**src/rtl/core/ssml_pkg.sv**
```systemverilog
// Shared constants, types and the control program of the speed sensor mismatch logger.
package ssml_pkg;

	localparam int SAMPLE_DEPTH = 60;
	localparam int IDX_W = (SAMPLE_DEPTH > 1) ? $clog2(SAMPLE_DEPTH) : 1;
	localparam int CNT_W = $clog2(SAMPLE_DEPTH + 1);
	localparam int STEP_W = 16;
	localparam int PROD_W = 18;

	localparam int IN_DATA_W = 56;
	localparam int IN_USER_W = 2;
	localparam int OUT_DATA_W = 88;
	localparam int OUT_USER_W = 2;
	localparam int CFG_IDX_W = 2;
	localparam int CFG_DATA_W = 16;

	// configuration register indexes
	localparam logic [CFG_IDX_W-1:0] REG_MIN_REF = 2'd0;
	localparam logic [CFG_IDX_W-1:0] REG_PER_MILLE = 2'd1;
	localparam logic [CFG_IDX_W-1:0] REG_TICKS = 2'd2;
	localparam logic [CFG_IDX_W-1:0] REG_WINDOW = 2'd3;

	localparam logic [7:0] MIN_REF_RST = 8'd40;
	localparam logic [9:0] PER_MILLE_RST = 10'd110;
	localparam logic [15:0] TICKS_RST = 16'd20;
	localparam logic [15:0] WINDOW_RST = 16'd300;
	localparam logic [PROD_W-1:0] MILLE = 18'd1000;

	// datapath operations
	localparam int OP_W = 3;
	localparam logic [OP_W-1:0] OP_NOP = 3'd0;
	localparam logic [OP_W-1:0] OP_ACCEPT = 3'd1;
	localparam logic [OP_W-1:0] OP_PRODUCT = 3'd2;
	localparam logic [OP_W-1:0] OP_COUNT = 3'd3;
	localparam logic [OP_W-1:0] OP_SAMPLE = 3'd4;
	localparam logic [OP_W-1:0] OP_HEADER = 3'd5;
	localparam logic [OP_W-1:0] OP_READ = 3'd6;
	localparam logic [OP_W-1:0] OP_PAIR = 3'd7;

	// jump conditions
	localparam int COND_W = 4;
	localparam logic [COND_W-1:0] C_NEXT = 4'd0;
	localparam logic [COND_W-1:0] C_ALWAYS = 4'd1;
	localparam logic [COND_W-1:0] C_NO_ITEM = 4'd2;
	localparam logic [COND_W-1:0] C_SKIP = 4'd3;
	localparam logic [COND_W-1:0] C_INACTIVE = 4'd4;
	localparam logic [COND_W-1:0] C_NO_SAMPLE = 4'd5;
	localparam logic [COND_W-1:0] C_NO_EMIT = 4'd6;
	localparam logic [COND_W-1:0] C_OUT_BUSY = 4'd7;
	localparam logic [COND_W-1:0] C_MORE = 4'd8;

	localparam int PC_W = 4;
	localparam logic [PC_W-1:0] PC_IDLE = 4'd0;
	localparam logic [PC_W-1:0] PC_HEADER = 4'd5;
	localparam logic [PC_W-1:0] PC_READ = 4'd6;
	localparam logic [PC_W-1:0] PC_PAIR = 4'd7;

	typedef struct packed {
		logic [OP_W-1:0]   op;
		logic [COND_W-1:0] cond;
		logic [PC_W-1:0]   target;
	} ctrl_word_t;

	typedef struct packed {
		logic item_valid;
		logic skip;
		logic inactive;
		logic no_sample;
		logic no_emit;
		logic out_busy;
		logic more;
	} dp_flags_t;

	function automatic ctrl_word_t prog_rom(input logic [PC_W-1:0] pc);
		ctrl_word_t cw;
		unique case (pc)
			4'd0:    cw = '{OP_ACCEPT, C_NO_ITEM, PC_IDLE};
			4'd1:    cw = '{OP_NOP, C_SKIP, PC_IDLE};
			4'd2:    cw = '{OP_PRODUCT, C_INACTIVE, PC_IDLE};
			4'd3:    cw = '{OP_COUNT, C_NO_SAMPLE, PC_IDLE};
			4'd4:    cw = '{OP_SAMPLE, C_NO_EMIT, PC_IDLE};
			4'd5:    cw = '{OP_HEADER, C_OUT_BUSY, PC_HEADER};
			4'd6:    cw = '{OP_READ, C_NEXT, PC_IDLE};
			4'd7:    cw = '{OP_PAIR, C_OUT_BUSY, PC_PAIR};
			4'd8:    cw = '{OP_NOP, C_MORE, PC_READ};
			4'd9:    cw = '{OP_NOP, C_ALWAYS, PC_IDLE};
			default: cw = '{OP_NOP, C_ALWAYS, PC_IDLE};
		endcase
		return cw;
	endfunction

endpackage

```
**src/rtl/core/ssml_seq.sv**
```systemverilog
// Step counter, control store and jump logic.
module ssml_seq (
	input  logic                   clk,
	input  logic                   arst_n,
	input  ssml_pkg::dp_flags_t    flags,
	output ssml_pkg::ctrl_word_t   cw
);
	import ssml_pkg::*;

	logic [PC_W-1:0] pc_q;
	logic            jump;

	assign cw = prog_rom(pc_q);

	always_comb begin
		case (cw.cond)
			C_NEXT:      jump = 1'b0;
			C_ALWAYS:    jump = 1'b1;
			C_NO_ITEM:   jump = !flags.item_valid;
			C_SKIP:      jump = flags.skip;
			C_INACTIVE:  jump = flags.inactive;
			C_NO_SAMPLE: jump = flags.no_sample;
			C_NO_EMIT:   jump = flags.no_emit;
			C_OUT_BUSY:  jump = flags.out_busy;
			C_MORE:      jump = flags.more;
			default:     jump = 1'b1;
		endcase
	end

	always_ff @(posedge clk or negedge arst_n) begin
		if (!arst_n) begin
			pc_q <= PC_IDLE;
		end else if (jump) begin
			pc_q <= cw.target;
		end else begin
			pc_q <= pc_q + 1'b1;
		end
	end

endmodule

```
**src/rtl/core/ssml_dp.sv**
```systemverilog
// Datapath: settings, tick and sample counters, sample stores and output register.
module ssml_dp (
	input  logic                                clk,
	input  logic                                arst_n,
	input  ssml_pkg::ctrl_word_t                cw,
	output ssml_pkg::dp_flags_t                 flags,
	input  logic                                cfg_valid,
	input  logic [ssml_pkg::CFG_IDX_W-1:0]      cfg_index,
	input  logic [ssml_pkg::CFG_DATA_W-1:0]     cfg_data,
	input  logic                                s_tvalid,
	output logic                                s_tready,
	input  logic [ssml_pkg::IN_DATA_W-1:0]      s_tdata,
	input  logic [ssml_pkg::IN_USER_W-1:0]      s_tuser,
	output logic                                m_tvalid,
	input  logic                                m_tready,
	output logic [ssml_pkg::OUT_DATA_W-1:0]     m_tdata,
	output logic [ssml_pkg::OUT_USER_W-1:0]     m_tuser,
	output logic                                m_tlast
);
	import ssml_pkg::*;

	logic [7:0]  min_ref_q;
	logic [9:0]  per_mille_q;
	logic [15:0] ticks_q;
	logic [15:0] window_q;

	logic        tv_q, nav_q;
	logic [7:0]  ref_q, wheel_q;
	logic [4:0]  day_q;
	logic [31:0] now_q;

	logic [STEP_W-1:0] bad_tick_q, good_tick_q, bad_step_q, good_step_q;
	logic [4:0]        logged_day_q;
	logic              kind_q;
	logic [PROD_W-1:0] prod_diff_q, prod_lim_q;
	logic [CNT_W-1:0]  k_q;
	logic [15:0]       rd_q;

	logic [15:0]             bad_mem [SAMPLE_DEPTH];
	logic [15:0]             good_mem [SAMPLE_DEPTH];
	logic [SAMPLE_DEPTH-1:0] bad_vld_q, good_vld_q;

	logic                m_valid_q;
	logic [OUT_DATA_W-1:0] m_data_q;
	logic [OUT_USER_W-1:0] m_user_q;
	logic                m_last_q;

	logic              accept;
	logic              skip, inactive, mismatch, take, emit, wr_en, out_busy, out_load;
	logic [7:0]        diff;
	logic [STEP_W-1:0] tick_sel, step_sel;
	logic [STEP_W:0]   tick_inc, step_inc;
	logic [IDX_W-1:0]  wr_idx, rd_idx;

	assign s_tready = (cw.op == OP_ACCEPT);
	assign accept   = s_tvalid && s_tready;

	assign skip     = !tv_q || ((logged_day_q != 5'd0) && (logged_day_q == day_q));
	assign inactive = !nav_q || (ref_q < min_ref_q);
	assign diff     = (wheel_q >= ref_q) ? (wheel_q - ref_q) : (ref_q - wheel_q);
	assign mismatch = prod_diff_q > prod_lim_q;

	assign tick_sel = mismatch ? bad_tick_q : good_tick_q;
	assign tick_inc = {1'b0, tick_sel} + 17'd1;
	assign take     = tick_inc > {1'b0, ticks_q};

	assign step_sel = kind_q ? bad_step_q : good_step_q;
	assign step_inc = {1'b0, step_sel} + 17'd1;
	assign emit     = step_inc >= {1'b0, window_q};
	assign wr_en    = (cw.op == OP_SAMPLE) && (step_sel < STEP_W'(SAMPLE_DEPTH));
	assign wr_idx   = step_sel[IDX_W-1:0];
	assign rd_idx   = k_q[IDX_W-1:0];

	assign out_busy = m_valid_q && !m_tready;
	assign out_load = ((cw.op == OP_HEADER) || (cw.op == OP_PAIR)) && !out_busy;

	assign flags = '{
		item_valid: s_tvalid,
		skip:       skip,
		inactive:   inactive,
		no_sample:  !take,
		no_emit:    !emit,
		out_busy:   out_busy,
		more:       (k_q != CNT_W'(SAMPLE_DEPTH))
	};

	always_ff @(posedge clk or negedge arst_n) begin
		if (!arst_n) begin
			min_ref_q   <= MIN_REF_RST;
			per_mille_q <= PER_MILLE_RST;
			ticks_q     <= TICKS_RST;
			window_q    <= WINDOW_RST;
		end else if (cfg_valid) begin
			unique case (cfg_index)
				REG_MIN_REF:   min_ref_q   <= cfg_data[7:0];
				REG_PER_MILLE: per_mille_q <= cfg_data[9:0];
				REG_TICKS:     ticks_q     <= cfg_data;
				REG_WINDOW:    window_q    <= cfg_data;
				default:       ;
			endcase
		end
	end

	// latched item, products and store read
	always_ff @(posedge clk) begin
		if (accept) begin
			tv_q    <= s_tuser[0];
			nav_q   <= s_tuser[1];
			ref_q   <= s_tdata[7:0];
			wheel_q <= s_tdata[15:8];
			day_q   <= s_tdata[20:16];
			now_q   <= s_tdata[52:21];
		end
		if (cw.op == OP_PRODUCT) begin
			prod_diff_q <= PROD_W'(diff) * MILLE;
			prod_lim_q  <= PROD_W'(per_mille_q) * PROD_W'(ref_q);
		end
		if (cw.op == OP_READ) begin
			if (kind_q) begin
				rd_q <= bad_vld_q[rd_idx] ? bad_mem[rd_idx] : 16'd0;
			end else begin
				rd_q <= good_vld_q[rd_idx] ? good_mem[rd_idx] : 16'd0;
			end
		end
	end

	always_ff @(posedge clk) begin
		if (wr_en && kind_q) begin
			bad_mem[wr_idx] <= {wheel_q, ref_q};
		end
		if (wr_en && !kind_q) begin
			good_mem[wr_idx] <= {wheel_q, ref_q};
		end
	end

	always_ff @(posedge clk or negedge arst_n) begin
		if (!arst_n) begin
			bad_tick_q   <= '0;
			good_tick_q  <= '0;
			bad_step_q   <= '0;
			good_step_q  <= '0;
			logged_day_q <= '0;
			kind_q       <= 1'b0;
			k_q          <= '0;
			bad_vld_q    <= '0;
			good_vld_q   <= '0;
		end else begin
			case (cw.op)
				OP_PRODUCT: begin
					if (inactive) begin
						bad_tick_q  <= '0;
						good_tick_q <= '0;
						bad_step_q  <= '0;
						good_step_q <= '0;
					end
				end
				OP_COUNT: begin
					kind_q <= mismatch;
					if (mismatch) begin
						good_tick_q <= '0;
						good_step_q <= '0;
						bad_tick_q  <= take ? '0 : tick_inc[STEP_W-1:0];
					end else begin
						bad_tick_q  <= '0;
						bad_step_q  <= '0;
						good_tick_q <= take ? '0 : tick_inc[STEP_W-1:0];
					end
				end
				OP_SAMPLE: begin
					// restart the step at one after a record
					if (kind_q) begin
						bad_step_q <= emit ? STEP_W'(1) : step_inc[STEP_W-1:0];
					end else begin
						good_step_q <= emit ? STEP_W'(1) : step_inc[STEP_W-1:0];
					end
					if (wr_en && kind_q) begin
						bad_vld_q[wr_idx] <= 1'b1;
					end
					if (wr_en && !kind_q) begin
						good_vld_q[wr_idx] <= 1'b1;
					end
					if (emit) begin
						logged_day_q <= day_q;
						k_q          <= '0;
					end
				end
				OP_PAIR: begin
					if (out_load) begin
						k_q <= k_q + 1'b1;
					end
				end
				default: ;
			endcase
		end
	end

	always_ff @(posedge clk or negedge arst_n) begin
		if (!arst_n) begin
			m_valid_q <= 1'b0;
		end else if (out_load) begin
			m_valid_q <= 1'b1;
		end else if (m_tready) begin
			m_valid_q <= 1'b0;
		end
	end

	always_ff @(posedge clk) begin
		if (out_load) begin
			if (cw.op == OP_HEADER) begin
				m_user_q <= {kind_q, 1'b0};
				m_data_q <= {24'd0, now_q, now_q - {16'd0, window_q}};
				m_last_q <= 1'b0;
			end else begin
				m_user_q <= {kind_q, 1'b1};
				m_data_q <= {2'd0, rd_q[7:0], rd_q[15:8], 6'(k_q), 64'd0};
				m_last_q <= (k_q == CNT_W'(SAMPLE_DEPTH - 1));
			end
		end
	end

	assign m_tvalid = m_valid_q;
	assign m_tdata  = m_data_q;
	assign m_tuser  = m_user_q;
	assign m_tlast  = m_last_q;

	a_pair_in_range: assert property (@(posedge clk) disable iff (!arst_n)
		(out_load && (cw.op == OP_PAIR)) |-> (k_q < CNT_W'(SAMPLE_DEPTH)))
		else $error("pair index beyond sample store");

	a_one_kind: assert property (@(posedge clk) disable iff (!arst_n)
		((bad_tick_q != '0) || (bad_step_q != '0)) |->
		((good_tick_q == '0) && (good_step_q == '0)))
		else $error("both kinds counting at once");

	a_last_on_pair: assert property (@(posedge clk) disable iff (!arst_n)
		(m_tvalid && m_tlast) |-> m_tuser[0])
		else $error("last flag on a header item");

	a_load_after_sample: assert property (@(posedge clk) disable iff (!arst_n)
		((cw.op == OP_SAMPLE) && emit) |=> (cw.op == OP_HEADER))
		else $error("record emission did not start with a header");

endmodule

```
**src/rtl/core/speed_sensor_mismatch_logger.sv**
```systemverilog
// Top level of the speed sensor mismatch logger: sequencer and datapath.
//
//  channel   direction  handshake            payload
//  s_*       in         s_tvalid/s_tready    tick item (speeds, day, clock)
//  m_*       out        m_tvalid/m_tready    header item, then 60 sample pairs
//  cfg_*     in         cfg_valid/cfg_ready  register index and write data
//
// A tick runs the accept, skip, product, count and sample steps, ending early on a failed
// test, one control word per cycle unless stalled. A tick that completes a window adds a
// header step, a store read, output load and loop test per stored pair, and a return step.
// The output register holds each item until taken; a stall holds the step counter.
// arst_n clears counters, stored-pair valid bits and the logged day, and resets settings.
// cfg_ready is always high.
module speed_sensor_mismatch_logger (
	input  logic                                clk,
	input  logic                                arst_n,
	input  logic                                s_tvalid,
	output logic                                s_tready,
	// [7:0] ref_speed, [15:8] wheel_speed, [20:16] day_of_month, [52:21] now_seconds
	input  logic [ssml_pkg::IN_DATA_W-1:0]      s_tdata,
	// [0] time_valid, [1] nav_fix
	input  logic [ssml_pkg::IN_USER_W-1:0]      s_tuser,
	output logic                                m_tvalid,
	input  logic                                m_tready,
	// [31:0] start_seconds, [63:32] end_seconds, [69:64] sample_index,
	// [77:70] wheel_sample, [85:78] ref_sample
	output logic [ssml_pkg::OUT_DATA_W-1:0]     m_tdata,
	// [0] item_kind, [1] record_status
	output logic [ssml_pkg::OUT_USER_W-1:0]     m_tuser,
	output logic                                m_tlast,
	input  logic                                cfg_valid,
	output logic                                cfg_ready,
	input  logic [ssml_pkg::CFG_IDX_W-1:0]      cfg_index,
	input  logic [ssml_pkg::CFG_DATA_W-1:0]     cfg_data
);
	import ssml_pkg::*;

	ctrl_word_t cw;
	dp_flags_t  flags;

	assign cfg_ready = 1'b1;

	ssml_seq u_seq (
		.clk    (clk),
		.arst_n (arst_n),
		.flags  (flags),
		.cw     (cw)
	);

	ssml_dp u_dp (
		.clk       (clk),
		.arst_n    (arst_n),
		.cw        (cw),
		.flags     (flags),
		.cfg_valid (cfg_valid && cfg_ready),
		.cfg_index (cfg_index),
		.cfg_data  (cfg_data),
		.s_tvalid  (s_tvalid),
		.s_tready  (s_tready),
		.s_tdata   (s_tdata),
		.s_tuser   (s_tuser),
		.m_tvalid  (m_tvalid),
		.m_tready  (m_tready),
		.m_tdata   (m_tdata),
		.m_tuser   (m_tuser),
		.m_tlast   (m_tlast)
	);

endmodule
```
**config.mk**
```make
export PLATFORM = sky130hd
export DESIGN_NAME = speed_sensor_mismatch_logger
export DESIGN_NICKNAME = d
export VERILOG_FILES = /design/src/rtl/core/ssml_pkg.sv /design/src/rtl/core/ssml_seq.sv /design/src/rtl/core/ssml_dp.sv /design/src/rtl/core/speed_sensor_mismatch_logger.sv
export SDC_FILE = /design/constraint.sdc
export NUM_CORES = 2
export LEC_CHECK = 0
export ABC_AREA = 0
export ABC_CLOCK_PERIOD_IN_PS = 13400
export BUFFER_PORTS_ARGS = -buffer_cell sky130_fd_sc_hd__buf_2
export CORE_MARGIN = 2
export CORE_UTILIZATION = 31
export DETAILED_ROUTE_END_ITERATION = 8
export PLACE_DENSITY_LB_ADDON = 0.08
export SYNTH_ARGS = -nofsm -noshare
export SYNTH_HDL_FRONTEND = slang
export SYNTH_SLANG_ARGS = --single-unit
```
**constraint.sdc**
```tcl
create_clock -name clk -period 13.4 [get_ports clk]
set_input_delay 2.01 -clock clk [delete_from_list [all_inputs] [get_ports clk]]
set_output_delay 2.01 -clock clk [all_outputs]
set_load 0.005 [all_outputs]
```
==> impl_summary.log <==
INFO  metric reg2reg_slack = 5.20 ns
INFO  metric first_global_vias = between 50,000 and 60,000
INFO  metric postPlaceCellArea = roughly 0.11 mm²
INFO  metric critPathRequiredTime = ~14 ns
INFO  metric number_of_antenna_violations_at_the_first_check_in_global_routing = 23
INFO  metric vias = 49,522
INFO  metric grt_remaining_overflow = 0
INFO  metric filler_cell_count = 29,378
INFO  metric finalNetCount = a little under 6,000
INFO  metric cts_hold_buf = 0
INFO  metric die_width = 568 µm
INFO  metric htreeDepth = 5
INFO  metric critical_path.max_fanout = 47
INFO  metric synthFlopType = sky130_fd_sc_hd__edfxtp_1
INFO  metric worst_slew_pin_slew = between 1 and 1.5 ns
INFO  metric timing.final.crit_period = 8.20 ns
INFO  metric cell_count_after_synthesis = 5,134
INFO  metric setup_repair_after_global_routing_missed_its_margin = false
INFO  metric wire_per_inst = 28.6 µm
INFO  metric drtIter0Drc = a little under 4,000
INFO  metric grt_start_max_net_pins = 133
INFO  metric placement.io_buffers = about 170
INFO  metric totalWireLength = 284,000 µm
INFO  metric numCtsBuffers = 281
INFO  metric timing.max_slew.rel_slack = 0.222
INFO  metric fin_tns_setup = 0 ns
INFO  metric rr_startpoint = u_dp.ref_q[1]
INFO  metric drtPass1Iterations = 5
INFO  metric ioPinCount = 175
INFO  metric final_core_utilization = 0.361
INFO  metric status = completed
INFO  metric clk_root_buffer_cell = sky130_fd_sc_hd__clkbuf_16
INFO  metric hp-start = u_dp.good_vld_q[58]
INFO  metric min-delay-path-class = reg -> reg
INFO  metric hpwl_after_detailed_placement = approximately 170,000 µm
INFO  metric synth_edf_count = 2,113
INFO  metric reg2reg_depth = 23
INFO  metric ys_ff_latch = 2,364
INFO  metric max_cap_violations = 0
INFO  metric crit-reg2reg-capture = u_dp.prod_diff_q[16]
INFO  metric leakage = roughly 38 nW
INFO  metric stdcell_area = ~0.11 mm²
INFO  metric insertion_delay = 0.90 ns
INFO  metric finClkSkew = 0.0734 ns
INFO  metric post_route_cells_drive_above_1_share = 0.279
INFO  metric seq_total_area_yosys = 0.708
INFO  metric fin_crit_sh = 0.612
INFO  metric floorplan.core_area = 0.317 mm²
INFO  metric routabilityCongestion = 0.760
INFO  metric critical_path.startpoint_type = flop
INFO  metric row_count = 207
INFO  metric layout.cells.most_common = sky130_fd_sc_hd__edfxtp_1
INFO  metric holdPathStages = 1
INFO  metric clock_tree_from_tritoncts = done
INFO  metric synthesis.area = 0.0986 mm²
INFO  metric endpoint_kind = flop
INFO  metric count_of_different_cell_masters_after_synthesis = 72
INFO  metric areaGrowthSynthToFinish = 16.2%
INFO  metric drcViolationCount = 0
INFO  metric critPathKind = reg -> reg
INFO  metric grt_pass1_wl = 403,000 µm
INFO  metric layout_common_cells = 2,113 x sky130_fd_sc_hd__edfxtp_1, 619 x sky130_fd_sc_hd__mux4_2, 284 x sky130_fd_sc_hd__clkbuf_16, 231 x sky130_fd_sc_hd__dfrtp_1, 219 x sky130_fd_sc_hd__inv_1
INFO  metric globalRouteTotalUtil = 0.175
INFO  metric cts_num_sinks = 2,364
INFO  metric initial_core_util = 0.311
INFO  metric ant_nets = 0
INFO  metric yosysWarningCount = 0
INFO  metric postCtsSetupRepairBufs = 0
INFO  metric final-hold-violation-count = 0
INFO  metric max_freq = 0.122 GHz
INFO  metric hold-path-endpoint = u_dp.good_vld_q[58]
INFO  metric dieArea = 0.322 mm²
INFO  metric timing.final.max_slew_violations = 0
INFO  metric cts-resized-gates = 0
INFO  metric clk_transition_reported_paths = 0.06 ns
INFO  metric synthArstFlopShare = 0.106
INFO  metric floorplan.die.height = 568 µm
INFO  metric cp_data_arrival_time = 8.79 ns
INFO  metric cts.path.max_buffers = 4
INFO  metric finalSetupViolCount = 0
INFO  metric peakVddDrop = around 0.84 mV
INFO  metric avgViaCountPerCell = roughly 5
INFO  metric power_density = 241 mW/mm²
INFO  metric syn_avg_cell_area = 19.2 µm²
power breakdown:
group / switching, mW / internal (mW)
registers: 0.176 / 9.22
logic: 6.06 / 4.64
clock network: 3.12 / 4.38
total: 9.36 / 18.2
flip-flops by register name (all words and copies together) (netlist names), 10 cells and up:
signal,flops
u_dp.bad_tick_q,16
u_dp.window_q,16
u_dp.m_tdata,86
u_dp.ticks_q,16
u_dp.bad_step_q,16
u_dp.good_step_q,16
u_dp.bad_vld_q,60
u_dp.per_mille_q,10
u_dp.prod_diff_q,15
u_dp.bad_mem,960
u_dp.prod_lim_q,18
u_dp.good_vld_q,60
u_dp.good_tick_q,16
u_dp.now_q,32
u_dp.rd_q,16
u_dp.good_mem,960
kinds of logic (layout without fill, tap and decap cells):
kind of cell / Yosys count / in the layout / synth area share
flip-flops: 2364 / 2364 / 0.708
multiplexers: 804 / 804 / 0.161
AND/OR/NAND/NOR: 675 / 675 / 0.0338
buffers and inverters: 479 / 1088 / 0.0203
AO/OA/AOI/OAI: 477 / 477 / 0.0322
adder cells (fa/ha/maj): 242 / 242 / 0.0364
XOR/XNOR: 91 / 91 / 0.00809
other: 2 / 12 / 0.0000762
stage by stage:
step / total power, mW / worst slack (ns) / cells / hold WS (ns)
global placement: 20.6 / 5.15 / 9413 / 0.445
finish: 27.6 / 5.20 / 9933 / 0.469
detailed placement: 20.5 / 5.13 / 9413 / 0.451
CTS: 28.2 / 5.10 / 9924 / 0.466
floorplan: 17.6 / 5.32 / 5135 / 0.434
global route: 29.6 / 4.63 / 9926 / 0.477
how the worst max path moves through the flow:
stage / startpoint / to / cells after the start
finish: u_dp.ref_q[1] / u_dp.prod_diff_q[16] / 23
global route: u_dp.ref_q[1] / u_dp.prod_diff_q[16] / 23
global placement: u_dp.ref_q[1] / u_dp.prod_diff_q[16] / 23
detailed placement: u_dp.ref_q[1] / u_dp.prod_diff_q[16] / 23
floorplan: u_dp.ref_q[1] / u_dp.prod_diff_q[16] / 23
CTS: u_dp.ref_q[1] / u_dp.prod_diff_q[16] / 23
synthesized netlist by cell type, drive strengths merged (20+ instances only):
library cell / instances / area [µm²]
o22ai: 29 / 181
o21ai: 89 / 445
nand2: 126 / 473
mux4: 619 / 13900
edfxtp: 2113 / 63500
buf: 113 / 624
clkbuf: 145 / 544
dfrtp: 238 / 5960
xnor2: 62 / 543
mux2i: 90 / 905
or2: 20 / 125
inv: 221 / 830
nand3: 45 / 230
nor3: 33 / 170
nor2b: 27 / 169
ha: 168 / 2100
xor2: 29 / 254
a21oi: 97 / 485
o21bai: 120 / 901
a21o: 20 / 150
mux2: 95 / 1070
and2: 114 / 713
a22o: 36 / 315
fa: 74 / 1480
nor2: 219 / 822
worst max-delay path: stages, from the launching register on:
cell	delay [ns]
sky130_fd_sc_hd__edfxtp_1	0.74
sky130_fd_sc_hd__buf_4	0.56
sky130_fd_sc_hd__inv_1	0.19
sky130_fd_sc_hd__fa_1	0.46
sky130_fd_sc_hd__a21o_1	0.21
sky130_fd_sc_hd__a2111oi_2	0.71
sky130_fd_sc_hd__o31ai_1	0.16
sky130_fd_sc_hd__a211oi_1	0.36
sky130_fd_sc_hd__nor3_1	0.13
sky130_fd_sc_hd__xnor2_1	0.46
sky130_fd_sc_hd__inv_1	0.23
sky130_fd_sc_hd__fa_1	0.57
sky130_fd_sc_hd__inv_1	0.05
sky130_fd_sc_hd__fa_1	0.55
sky130_fd_sc_hd__fa_1	0.45
sky130_fd_sc_hd__fa_1	0.47
sky130_fd_sc_hd__ha_1	0.34
sky130_fd_sc_hd__inv_1	0.06
sky130_fd_sc_hd__o21bai_1	0.07
sky130_fd_sc_hd__a21oi_1	0.23
sky130_fd_sc_hd__o21bai_1	0.09
sky130_fd_sc_hd__a21oi_1	0.30
sky130_fd_sc_hd__nor3_1	0.10
sky130_fd_sc_hd__a311o_1	0.33
area by class of cell:
cell class	instances	area [µm²]	area share
flip-flops and latches	2364	69800	0.609
multi-input cells	2292	27300	0.238
clock buffers	355	7500	0.0655
well taps	4180	5230	0.0457
repair buffers	356	2360	0.0206
clock inverters	156	1500	0.0131
inverters	221	830	0.00724
diodes	9	22.5	0.000197
per-layer routing:
metal	GRT usage	vias up	routed length [µm]
met4	0.0477	6	8090
li1	-	21288	-
met2	0.281	1132	133000
met5	0	-	42
met3	0.0264	395	12300
met1	0.246	26701	130000
Note: power is estimated with default switching activity, not from simulation.
